--- src/assert_macros.svh ---
// Assertion helpers shared by the RTL; all properties sample on clk_i and
// are disabled while rst_ni is low.
`ifndef ASSERT_MACROS_SVH
`define ASSERT_MACROS_SVH
`ifndef SYNTHESIS
`define SAC_ASSERT(lbl, prop, msg) \
  lbl: assert property (@(posedge clk_i) disable iff (!rst_ni) (prop)) else $error(msg);
`define SAC_ASSERT_IMP(lbl, pre, post, msg) \
  lbl: assert property (@(posedge clk_i) disable iff (!rst_ni) (pre) |-> (post)) \
    else $error(msg);
`define SAC_ASSERT_NEXT(lbl, pre, post, msg) \
  lbl: assert property (@(posedge clk_i) disable iff (!rst_ni) (pre) |=> (post)) \
    else $error(msg);
`else
`define SAC_ASSERT(lbl, prop, msg)
`define SAC_ASSERT_IMP(lbl, pre, post, msg)
`define SAC_ASSERT_NEXT(lbl, pre, post, msg)
`endif
`endif

--- src/sac_ram.sv ---
`timescale 1ns / 1ps
// Simple dual-port RAM: one write port, one read port with registered data.
module sac_ram #(
  parameter int unsigned WIDTH = 8,
  parameter int unsigned DEPTH = 16,
  localparam int unsigned AW = $clog2(DEPTH)
) (
  input  logic             clk_i,
  input  logic             we_i,
  input  logic [AW-1:0]    waddr_i,
  input  logic [WIDTH-1:0] wdata_i,
  input  logic [AW-1:0]    raddr_i,
  output logic [WIDTH-1:0] rdata_o
);

  logic [WIDTH-1:0] mem_q [DEPTH];
  logic [WIDTH-1:0] rdata_q;

  // write port
  always_ff @(posedge clk_i) begin
    if (we_i) begin
      mem_q[waddr_i] <= wdata_i;
    end
  end

  // registered read
  always_ff @(posedge clk_i) begin
    rdata_q <= mem_q[raddr_i];
  end

  assign rdata_o = rdata_q;

endmodule

--- config.mk ---
export PLATFORM = sky130hd
export DESIGN_NAME = sac_ram
export DESIGN_NICKNAME = d
export VERILOG_FILES = /design/src/assert_macros.svh /design/src/sac_ram.sv
export SDC_FILE = /design/constraint.sdc
export NUM_CORES = 1
export LEC_CHECK = 0
export BUFFER_PORTS_ARGS = -buffer_cell sky130_fd_sc_hd__buf_2
export CAP_MARGIN = 0
export CELL_PAD_IN_SITES_DETAIL_PLACEMENT = 1
export CELL_PAD_IN_SITES_GLOBAL_PLACEMENT = 2
export CORE_AREA = 2 2 117 119
export CTS_BUF_LIST = sky130_fd_sc_hd__clkbuf_2
export DETAILED_ROUTE_END_ITERATION = 10
export DIE_AREA = 0 0 119 121
export GPL_TIMING_DRIVEN = 1
export PLACE_DENSITY_LB_ADDON = 0.1
export RECOVER_POWER = 25
export REMOVE_ABC_BUFFERS = 1
export SYNTH_ARGS = -nofsm -noshare
export SYNTH_HDL_FRONTEND = slang
export SYNTH_SLANG_ARGS = --single-unit
export TNS_END_PERCENT = 100
--- constraint.sdc ---
create_clock -name clk_i -period 1.9 [get_ports clk_i]
set_clock_uncertainty 0.1 [all_clocks]
set_input_delay 0 -clock clk_i [delete_from_list [all_inputs] [get_ports clk_i]]
set_output_delay 0 -clock clk_i [all_outputs]
set_load 0.05 [all_outputs]
==> results of run 1 <==
[worst paths after layout]
kind	depth (start not counted)	startpoint	end	slack, ns
worst min register to register	3	mem_q[8][5]	rdata_o[5]	0.59
worst max register to register	4	mem_q[6][6]	rdata_o[6]	0.06
worst min-delay path	2	wdata_i[5]	mem_q[6][5]	0.17
worst max-delay path	4	mem_q[6][6]	rdata_o[6]	0.06
[timing repair]
action                     in CTS  in global routing
gates resized for setup         0                  2
hold buffers                   22                  0
hold endpoints to repair      264                  0
buffers inserted                0                  0
setup endpoints to repair       0                  2
[sequential cells by signal, indices dropped and copies added (netlist names)]
name / cells
mem_q: 128
rdata_o: 8
[metrics by stage]
step                instance area (µm²)  power, mW  hold WS [ns]  setup WS [ns]  util, %
global route                       6000       5.41        0.0983         0.0126     45.9
CTS                                6010       5.28        0.0553         0.0402     45.9
global placement                   5610       3.83         0.305          0.203     42.9
floorplan                          5060       3.64      -0.00113          0.307        -
finish                             6000       5.20         0.174         0.0635     45.9
detailed placement                 5610       3.83         0.311          0.187     42.9
[logic make-up (layout without fill, tap and decap cells)]
group           after synthesis  count (layout)
compound gates               16              16
buf+inv                      10             101
flops                       136             136
mux                          32              32
simple gates                 35              35
[power by group through the flow]
stage	registers [mW]	logic, mW	clock network [mW]
3_5_place_dp	3.44	0.394	0
3_3_place_gp	3.44	0.390	0
2_1_floorplan	3.50	0.134	0
4_1_cts	3.37	0.428	1.48
6_report	3.37	0.417	1.41
5_1_grt	3.38	0.452	1.58
[layout by cell type, fill, tap and decap left out, drive strengths merged]
cell type / synthesis / final
edfxtp: 128 / 128
dlygate4sd3: 0 / 21
mux4: 32 / 32
nor2: 13 / 13
nor2b: 1 / 1
bufinv: 0 / 1
nand3: 1 / 1
dfxtp: 8 / 8
nand2: 9 / 9
clkbuf: 0 / 31
clkinv: 0 / 6
nand3b: 2 / 2
nor3: 4 / 4
and2: 1 / 1
buf: 7 / 42
and2b: 1 / 1
nand2b: 2 / 2
or3b: 1 / 1
a22oi: 16 / 16
[worst max-delay path, stage by stage (launching register included)]
cell and delay [ns]:
edfxtp_1 0.42, mux4_2 0.50, a22oi_2 0.12, dlygate4sd3_1 0.56, nand2_1 0.05
[layout make-up]
| class | count | share of cell area [%] |
|---|---|---|
| flip-flops and latches | 136 | 66.7 |
| multi-input cells | 83 | 17.8 |
| repair buffers | 70 | 8.86 |
| well taps | 176 | 3.67 |
| clock buffers | 24 | 2.00 |
| clock inverters | 7 | 0.938 |
[metal layers]
metal  vias to the layer above  track usage [%]
li1                       1133                -
met1                      1303             21.9
met2                        53             24.0
met3                        12             4.09
met4                         0             6.70
met5                         -                0
==> impl_metrics.env, run 1 <==
export IMPL_grtUsageTotal_pct=15.8
export IMPL_worst_slew_pin_slew_ns=0.703
export IMPL_path_max_fanout=1
export IMPL_synth_top_family_by_area="multiplexers"
export IMPL_cap_violations=0
export IMPL_synth_cell_area_um2=5150
export IMPL_leakage_nw=2.03
export IMPL_ys_seq_area_share_pct=77.8
export IMPL_synth_mux_area_share_pct=15.0
export IMPL_p_sw_mw=1.20
export IMPL_cellPowerDensity_nw_per_um2=866
export IMPL_grt_pass1_vias=2641
export IMPL_hold_viol=0
export IMPL_io_buffers=25
export IMPL_synthSimpleGateAreaFrac_pct=3.18
export IMPL_synth_cell_type_count=19
export IMPL_clk_pin_slew_ns=0.18
export IMPL_setup_tns_ns=0
export IMPL_ys_ff_latch=136
export IMPL_finalCritPeriodShare_pct=96.7
export IMPL_tritoncts="done"
export IMPL_ant_nets=0
export IMPL_clockBufferDepth=2
export IMPL_die_y_um=121
export IMPL_via_count=2501
export IMPL_yosys_top_cells_count="edfxtp_1 (128), mux4_2 (18), a22oi_1 (16)"
export IMPL_instances_no_fill=496
export IMPL_wl_met2_mm=4.94
export IMPL_num_nets_final=326
export IMPL_dieArea_um2=14400
export IMPL_grt_remaining_overflow=0
export IMPL_worstPathArrival_ns=2.32
export IMPL_critical_path_class="reg -> reg"
export IMPL_synth_async_reset_ratio_pct=0
export IMPL_seq_area_um2=4000
export IMPL_top_layer="met4"
export IMPL_synth_compound_area_share_pct=2.33
export IMPL_core_rowCount=42
export IMPL_slew_headroom_pct=53.1
export IMPL_cp_end_kind="flip-flop"
export IMPL_synth_cells=229
export IMPL_grt_start_max_net_pins=24
export IMPL_p_comb_share_pct=8.0
export IMPL_min_period_ns=1.84
export IMPL_slew_viol_final=0
export IMPL_netlist_area_leader_share_pct=74.7
export IMPL_wl_mm=10.3
export IMPL_clockRootBuffer="clkbuf_2"
export IMPL_pwr_share_seq_pct=64.8
export IMPL_synthTopCellsByArea="edfxtp_1 (75%), mux4_2 (7.9%), mux4_1 (7.1%)"
export IMPL_peakVddDrop_mv=0.396
export IMPL_clkPwrFrac_pct=27.2
export IMPL_antenna_found_initial=0
export IMPL_synth_fa_ha_area_share_pct=0
export IMPL_cp_required_ns=2.38
export IMPL_drc=0
export IMPL_critPathLaunchType="flip-flop"
export IMPL_dr_first_iter_drc_count=158
export IMPL_dr_wl_met3_um=359
export IMPL_area_delta_synth_final_pct=16.6
export IMPL_avgRoutedWirePerCell_um=20.9
export IMPL_place_inst=444
export IMPL_die_x_um=119
export IMPL_antenna_cells=0
export IMPL_outcome="completed"
export IMPL_clock_sinks=136
export IMPL_synth_xor_area_share_pct=0
export IMPL_clk_latency_ns=0.67
export IMPL_drtPass1Iterations=4
export IMPL_fillCellCount=1236
export IMPL_gp_congestion=0.735
export IMPL_htreeDepth=4
export IMPL_yosysWarnings=0
export IMPL_drive_above_1_share_pct=28.4
export IMPL_avgSynthCellArea_um2=22.5
export IMPL_switching_share_pct=23.0
export IMPL_synth_edf_count=128
export IMPL_rsz0062_at_grt="no"
export IMPL_cts_buffers=17
export IMPL_multi_input_area_um2=1070
export IMPL_yosysMostFrequentCell="edfxtp_1"
export IMPL_wl_met1_mm=4.92
export IMPL_max_freq_mhz=545
export IMPL_grt_pass1_wl_mm=16.0
export IMPL_coreArea_um2=13100
export IMPL_ios=26
export IMPL_start_util_pct=39.3
export IMPL_synth_largest_area_cell="edfxtp_1"
export IMPL_post_drt_via_cell_ratio=5.04
export IMPL_dp_hpwl_mm=6.83
export IMPL_hp_class="in -> reg"
export IMPL_intPower_mw=4.00
export IMPL_synth_ff_type="edfxtp_1"
export IMPL_setup_violations=0
(Power assumes the default switching activity.)
==> inputs of run 2 (changes only) <==
- CORE_AREA: 2 2 117 119 -> 2 2 107 130
- DIE_AREA: 0 0 119 121 -> 0 0 109 132
==> run 2 against run 1 <==
  * Flip-flop and latch count is the same
  * Clock power decreased by 9%
  * Worst setup slack got worse by 0.042 ns
  * Die area hardly changed
  * Core utilization fell by 0.43 points
  * Non-clock buffer count is 3 lower
  * Clock-buffer cell count unchanged
  * Maximum frequency down 2.2%
  * Via count is 1.2% lower
  * Power is 2.6% lower
  * Worst hold slack better by 0.13 ns
  * Critical path type is now in -> reg
  * Highest routed layer unchanged
==> impl_metrics.env, run 2 (same netlist as run 1, synthesis figures left out) <==
export IMPL_outcome="completed"
export IMPL_ant_nets=0
export IMPL_slew_viol_final=0
export IMPL_htreeDepth=4
export IMPL_dr_first_iter_drc_count=99
export IMPL_cellPowerDensity_nw_per_um2=853
export IMPL_drive_above_1_share_pct=26.8
export IMPL_layout_commonest_cell="edfxtp_1"
export IMPL_ctsResizeCount=0
export IMPL_cts_buffers=17
export IMPL_postPlaceCellArea_um2=5580
export IMPL_path_max_fanout=8
export IMPL_cap_violations=0
export IMPL_gp_congestion=0.692
export IMPL_hp_class="in -> reg"
export IMPL_antenna_cells=0
export IMPL_critical_path_class="in -> reg"
export IMPL_grtUsageTotal_pct=15.7
export IMPL_fillCellCount=1225
export IMPL_wl_mm=10.4
export IMPL_drc=0
export IMPL_via_count=2470
export IMPL_avgRoutedWirePerCell_um=21.5
export IMPL_peakVddDrop_mv=0.440
export IMPL_clockRootBuffer="clkbuf_2"
export IMPL_clockBufferDepth=2
export IMPL_worstPathArrival_ns=2.14
export IMPL_clk_latency_ns=0.67
export IMPL_io_buffers=25
export IMPL_setup_violations=0
export IMPL_final_cell_mix="edfxtp_1 (128), clkbuf_2 (24), dlygate4sd3_1 (21), buf_4 (19), mux4_2 (18)"
export IMPL_tritoncts="done"
export IMPL_die_x_um=109
export IMPL_stdcell_area_um2=5930
export IMPL_coreArea_um2=13100
export IMPL_drtPass1Iterations=5
export IMPL_antenna_found_initial=0
export IMPL_setup_tns_ns=0
export IMPL_dieArea_um2=14400
export IMPL_power_total_mw=5.06
export IMPL_grt_remaining_overflow=0
export IMPL_grt_start_max_net_pins=33
export IMPL_cp_required_ns=2.16
export IMPL_largest_reg_flops=128
export IMPL_min_period_ns=1.88
export IMPL_cp_end_kind="flip-flop"
export IMPL_clock_sinks=136
export IMPL_grt_pass1_vias=2709
export IMPL_seq_area_um2=4000
export IMPL_slew_headroom_pct=52.9
export IMPL_worst_slew_pin_slew_ns=0.706
export IMPL_worstHoldStart="wdata_i[1]"
export IMPL_hold_viol=0
export IMPL_rsz0062_at_grt="no"
export IMPL_area_delta_synth_final_pct=15.3
export IMPL_regMostFlops="mem_q"
export IMPL_max_freq_mhz=532
export IMPL_start_util_pct=39.4
export IMPL_dp_hpwl_mm=6.72
export IMPL_finalCritPeriodShare_pct=98.8
export IMPL_die_y_um=132
export IMPL_critPathLaunch="waddr_i[2]"
export IMPL_num_nets_final=323
export IMPL_ios=26
export IMPL_core_rowCount=46
export IMPL_clk_pin_slew_ns=0.19
export IMPL_rr_startpoint="mem_q[5][3]"
export IMPL_post_drt_via_cell_ratio=5.09
export IMPL_grt_pass1_wl_mm=15.9
export IMPL_multi_input_area_um2=1060
export IMPL_leakage_nw=2.00
export IMPL_critPathLaunchType="primary input"
==> run 2: per-layer routing <==
metal  global-route usage (%)  vias to the layer above  wire length (µm)  part of all wire [%]
met3                     3.56                        9               284                   2.7
met2                     25.1                       55              5240                    50
met5                        0                        -                 0                     0
li1                         -                     1121                 -                     -
met4                     5.98                        0               130                   1.2
met1                     20.9                     1285              4770                    46
==> run 2: worst paths after layout <==
kind / to / slack, ns / depth (start not counted)
setup / recovery: mem_q[0][0] / 0.02 / 6
hold / removal: mem_q[5][1] / 0.30 / 2
setup reg to reg: rdata_o[3] / 0.40 / 3
hold reg to reg: rdata_o[6] / 0.59 / 3
==> run 2: final cells by class <==
class	instances	share of cell area, %
Sequential cell	136	67.5
Tap cell	168	3.54
Clock inverter	7	0.590
Multi-Input combinational cell	83	17.8
Timing Repair Buffer	67	8.56
Clock buffer	24	2.02
==> run 2: what timing repair did <==
| item | in CTS | in global routing |
|---|---|---|
| hold endpoints to repair | 264 | 0 |
| setup endpoints to repair | 0 | 0 |
| hold buffers | 21 | 0 |
| buffers inserted | 0 | 0 |
==> run 2: power by group <==
group / internal (mW) / switching, mW / total, mW
Clock: 0.353 / 0.929 / 1.28
Combinational: 0.161 / 0.249 / 0.410
Sequential: 3.35 / 0.0185 / 3.37
==> run 2: per-stage QoR <==
| stage | util [%] | setup slack, ns | hold slack [ns] | instances |
|---|---|---|---|---|
| floorplan | - | 0.307 | -0.00113 | 219 |
| global placement | 42.7 | 0.289 | 0.290 | 433 |
| detailed placement | 42.7 | 0.298 | 0.301 | 433 |
| CTS | 45.5 | 0.120 | 0.0614 | 485 |
| global route | 45.4 | 0.0457 | 0.279 | 485 |
| finish | 45.4 | 0.0219 | 0.301 | 485 |
==> run 2: worst max-delay path, stage by stage <==
cell           delay, ns
dlygate4sd3_1       0.53
buf_2               0.14
or3b_2              0.46
dlygate4sd3_1       0.61
nor3_1              0.15
buf_4               0.23
==> inputs of run 3 (changes only) <==
- CORE_AREA: 2 2 107 130 -> 2 2 96 144
- CTS_BUF_LIST: sky130_fd_sc_hd__clkbuf_2 -> not set
- DIE_AREA: 0 0 109 132 -> 0 0 98 146
==> run 3 against run 2 <==
  * Worst hold slack worse by 0.23 ns
  * Die area down 0.56%
  * Critical path depth down 3
  * Clock-buffer cell count shrank 7
  * Worst setup slack better by 0.40 ns
  * Core utilization increased by 3.4 points
  * Maximum frequency increased by 27%
  * Power grew 47%
  * Register-to-register slack better by 0.02 ns
  * Wire length fell by 0.77%
  * Global-route usage decreased by 0.096 points
  * Largest cell class unchanged
==> impl_metrics.env, run 3 (same netlist as run 1, synthesis figures left out) <==
export IMPL_die_y_um=146
export IMPL_place_inst=426
export IMPL_wl_met2_mm=5.64
export IMPL_grtUsageTotal_pct=15.6
export IMPL_outcome="completed"
export IMPL_hp_class="in -> reg"
export IMPL_peakVddDrop_mv=0.528
export IMPL_finalCritPeriodShare_pct=77.9
export IMPL_clockRootBuffer="clkbuf_16"
export IMPL_cp_end_kind="flip-flop"
export IMPL_via_count=2433
export IMPL_io_buffers=25
export IMPL_critical_path_class="reg -> reg"
export IMPL_area_delta_synth_final_pct=22.9
export IMPL_clk_latency_ns=0.41
export IMPL_post_drt_via_cell_ratio=5.22
export IMPL_drtPass1Iterations=4
export IMPL_worst_slew_pin_slew_ns=0.679
export IMPL_ctsHoldBuffers=8
export IMPL_regMostFlops="mem_q"
export IMPL_power_total_mw=7.46
export IMPL_gp_congestion=0.680
export IMPL_ant_nets=0
export IMPL_start_util_pct=39.7
export IMPL_coreArea_um2=13000
export IMPL_postPlaceCellArea_um2=5600
export IMPL_dr_first_iter_drc_count=161
export IMPL_dieArea_um2=14300
export IMPL_intPower_mw=5.98
export IMPL_setup_violations=0
export IMPL_grt_pass1_wl_mm=15.9
export IMPL_cp_buffers_inverters=0
export IMPL_instances_no_fill=466
export IMPL_clkPwrFrac_pct=49.4
export IMPL_layout_commonest_cell="edfxtp_1"
export IMPL_slew_viol_final=0
export IMPL_p_sw_mw=1.48
export IMPL_pwr_share_seq_pct=45.2
export IMPL_tritoncts="done"
export IMPL_hold_viol=0
export IMPL_cts_buffers=17
export IMPL_cap_violations=0
export IMPL_drc=0
export IMPL_p_comb_share_pct=5.4
export IMPL_dr_wl_met3_um=334
export IMPL_ios=26
export IMPL_critPathTopFamily="multiplexers"
export IMPL_switching_share_pct=19.9
export IMPL_critPathLaunchType="flip-flop"
export IMPL_clk_pin_slew_ns=0.06
export IMPL_min_period_ns=1.48
export IMPL_cellPowerDensity_nw_per_um2=1180
export IMPL_cp_required_ns=2.08
export IMPL_die_x_um=98
export IMPL_core_rowCount=51
export IMPL_ctsResizeCount=0
export IMPL_num_nets_final=312
export IMPL_grt_start_max_net_pins=20
export IMPL_htreeDepth=4
export IMPL_crit_slowest_cell="mux4_1"
export IMPL_setup_tns_ns=0
export IMPL_rsz0062_at_grt="no"
export IMPL_grt_pass1_vias=2673
export IMPL_leakage_nw=2.16
export IMPL_crit_path_max_incr_delay_ns=0.49
export IMPL_largest_reg_flops=128
export IMPL_wl_met1_mm=4.23
export IMPL_clock_sinks=136
export IMPL_antenna_found_initial=0
export IMPL_antenna_cells=0
export IMPL_wl_mm=10.3
export IMPL_grt_remaining_overflow=0
export IMPL_slew_headroom_pct=54.7
export IMPL_max_freq_mhz=675
export IMPL_post_cts_buffers=0
export IMPL_clockBufferDepth=2
export IMPL_avgRoutedWirePerCell_um=22.2
export IMPL_path_cells="mux4_1, a22oi_1, nand2_1"
export IMPL_path_max_fanout=1
export IMPL_stdcell_area_um2=6320
export IMPL_top_layer="met4"
export IMPL_final_cell_mix="edfxtp_1 (128), buf_2 (21), mux4_2 (18), clkbuf_16 (17), a22oi_1 (16)"
export IMPL_dp_hpwl_mm=6.84
export IMPL_drive_above_1_share_pct=29.3
export IMPL_worstPathArrival_ns=1.66
-- run 3: cell count changes in the layout (fill, tap and decap cells not counted), sizes merged --
cell and change:
clkbuf -6, inv +3, dlygate4sd3 -13, bufinv +6, buf +1, clkinv -1
-- run 3: layout make-up --
cell class | instances | area (µm²)
Clock buffer | 17 | 425
Clock inverter | 15 | 248
Fill cell | 1203 | 6630
Multi-Input combinational cell | 83 | 1060
Sequential cell | 136 | 4000
Tap cell | 159 | 199
Timing Repair Buffer | 56 | 392
-- run 3: worst min-delay path, cell delays in order --
cell	delay, ns
buf_2	0.15
nor3_1	0.07
buf_4	0.17
-- run 3: power by group through the flow --
stage | logic, mW | registers [mW] | clock network (mW)
after floorplan | 0.134 | 3.50 | 0
after global placement | 0.397 | 3.43 | 0
after detailed placement | 0.400 | 3.44 | 0
after CTS | 0.414 | 3.37 | 3.75
after global routing | 0.431 | 3.38 | 3.89
final | 0.400 | 3.37 | 3.68
-- run 3: stage by stage --
stage / hold slack, ns / utilization (%) / worst slack (ns)
2_1_floorplan: -0.00113 / - / 0.307
5_1_grt: 0.0549 / 48.8 / 0.358
3_5_place_dp: 0.301 / 43.2 / 0.302
3_3_place_gp: 0.289 / 43.2 / 0.322
4_1_cts: 0.0498 / 49.0 / 0.386
6_report: 0.0708 / 48.8 / 0.419
-- run 3: worst paths after layout --
path / startpoint / to / slack, ns / depth (start not counted)
worst max-delay path: mem_q[0][0] / rdata_o[0] / 0.42 / 3
worst min-delay path: waddr_i[1] / mem_q[0][6] / 0.07 / 3
worst max register to register: mem_q[0][0] / rdata_o[0] / 0.42 / 3
worst min register to register: mem_q[8][4] / rdata_o[4] / 0.58 / 3
-- run 3: routing by layer --
metal	up-vias	GRT usage (%)
met5	-	0
met4	0	5.49
met3	12	4.32
met2	52	26.8
met1	1267	18.9
li1	1102	-
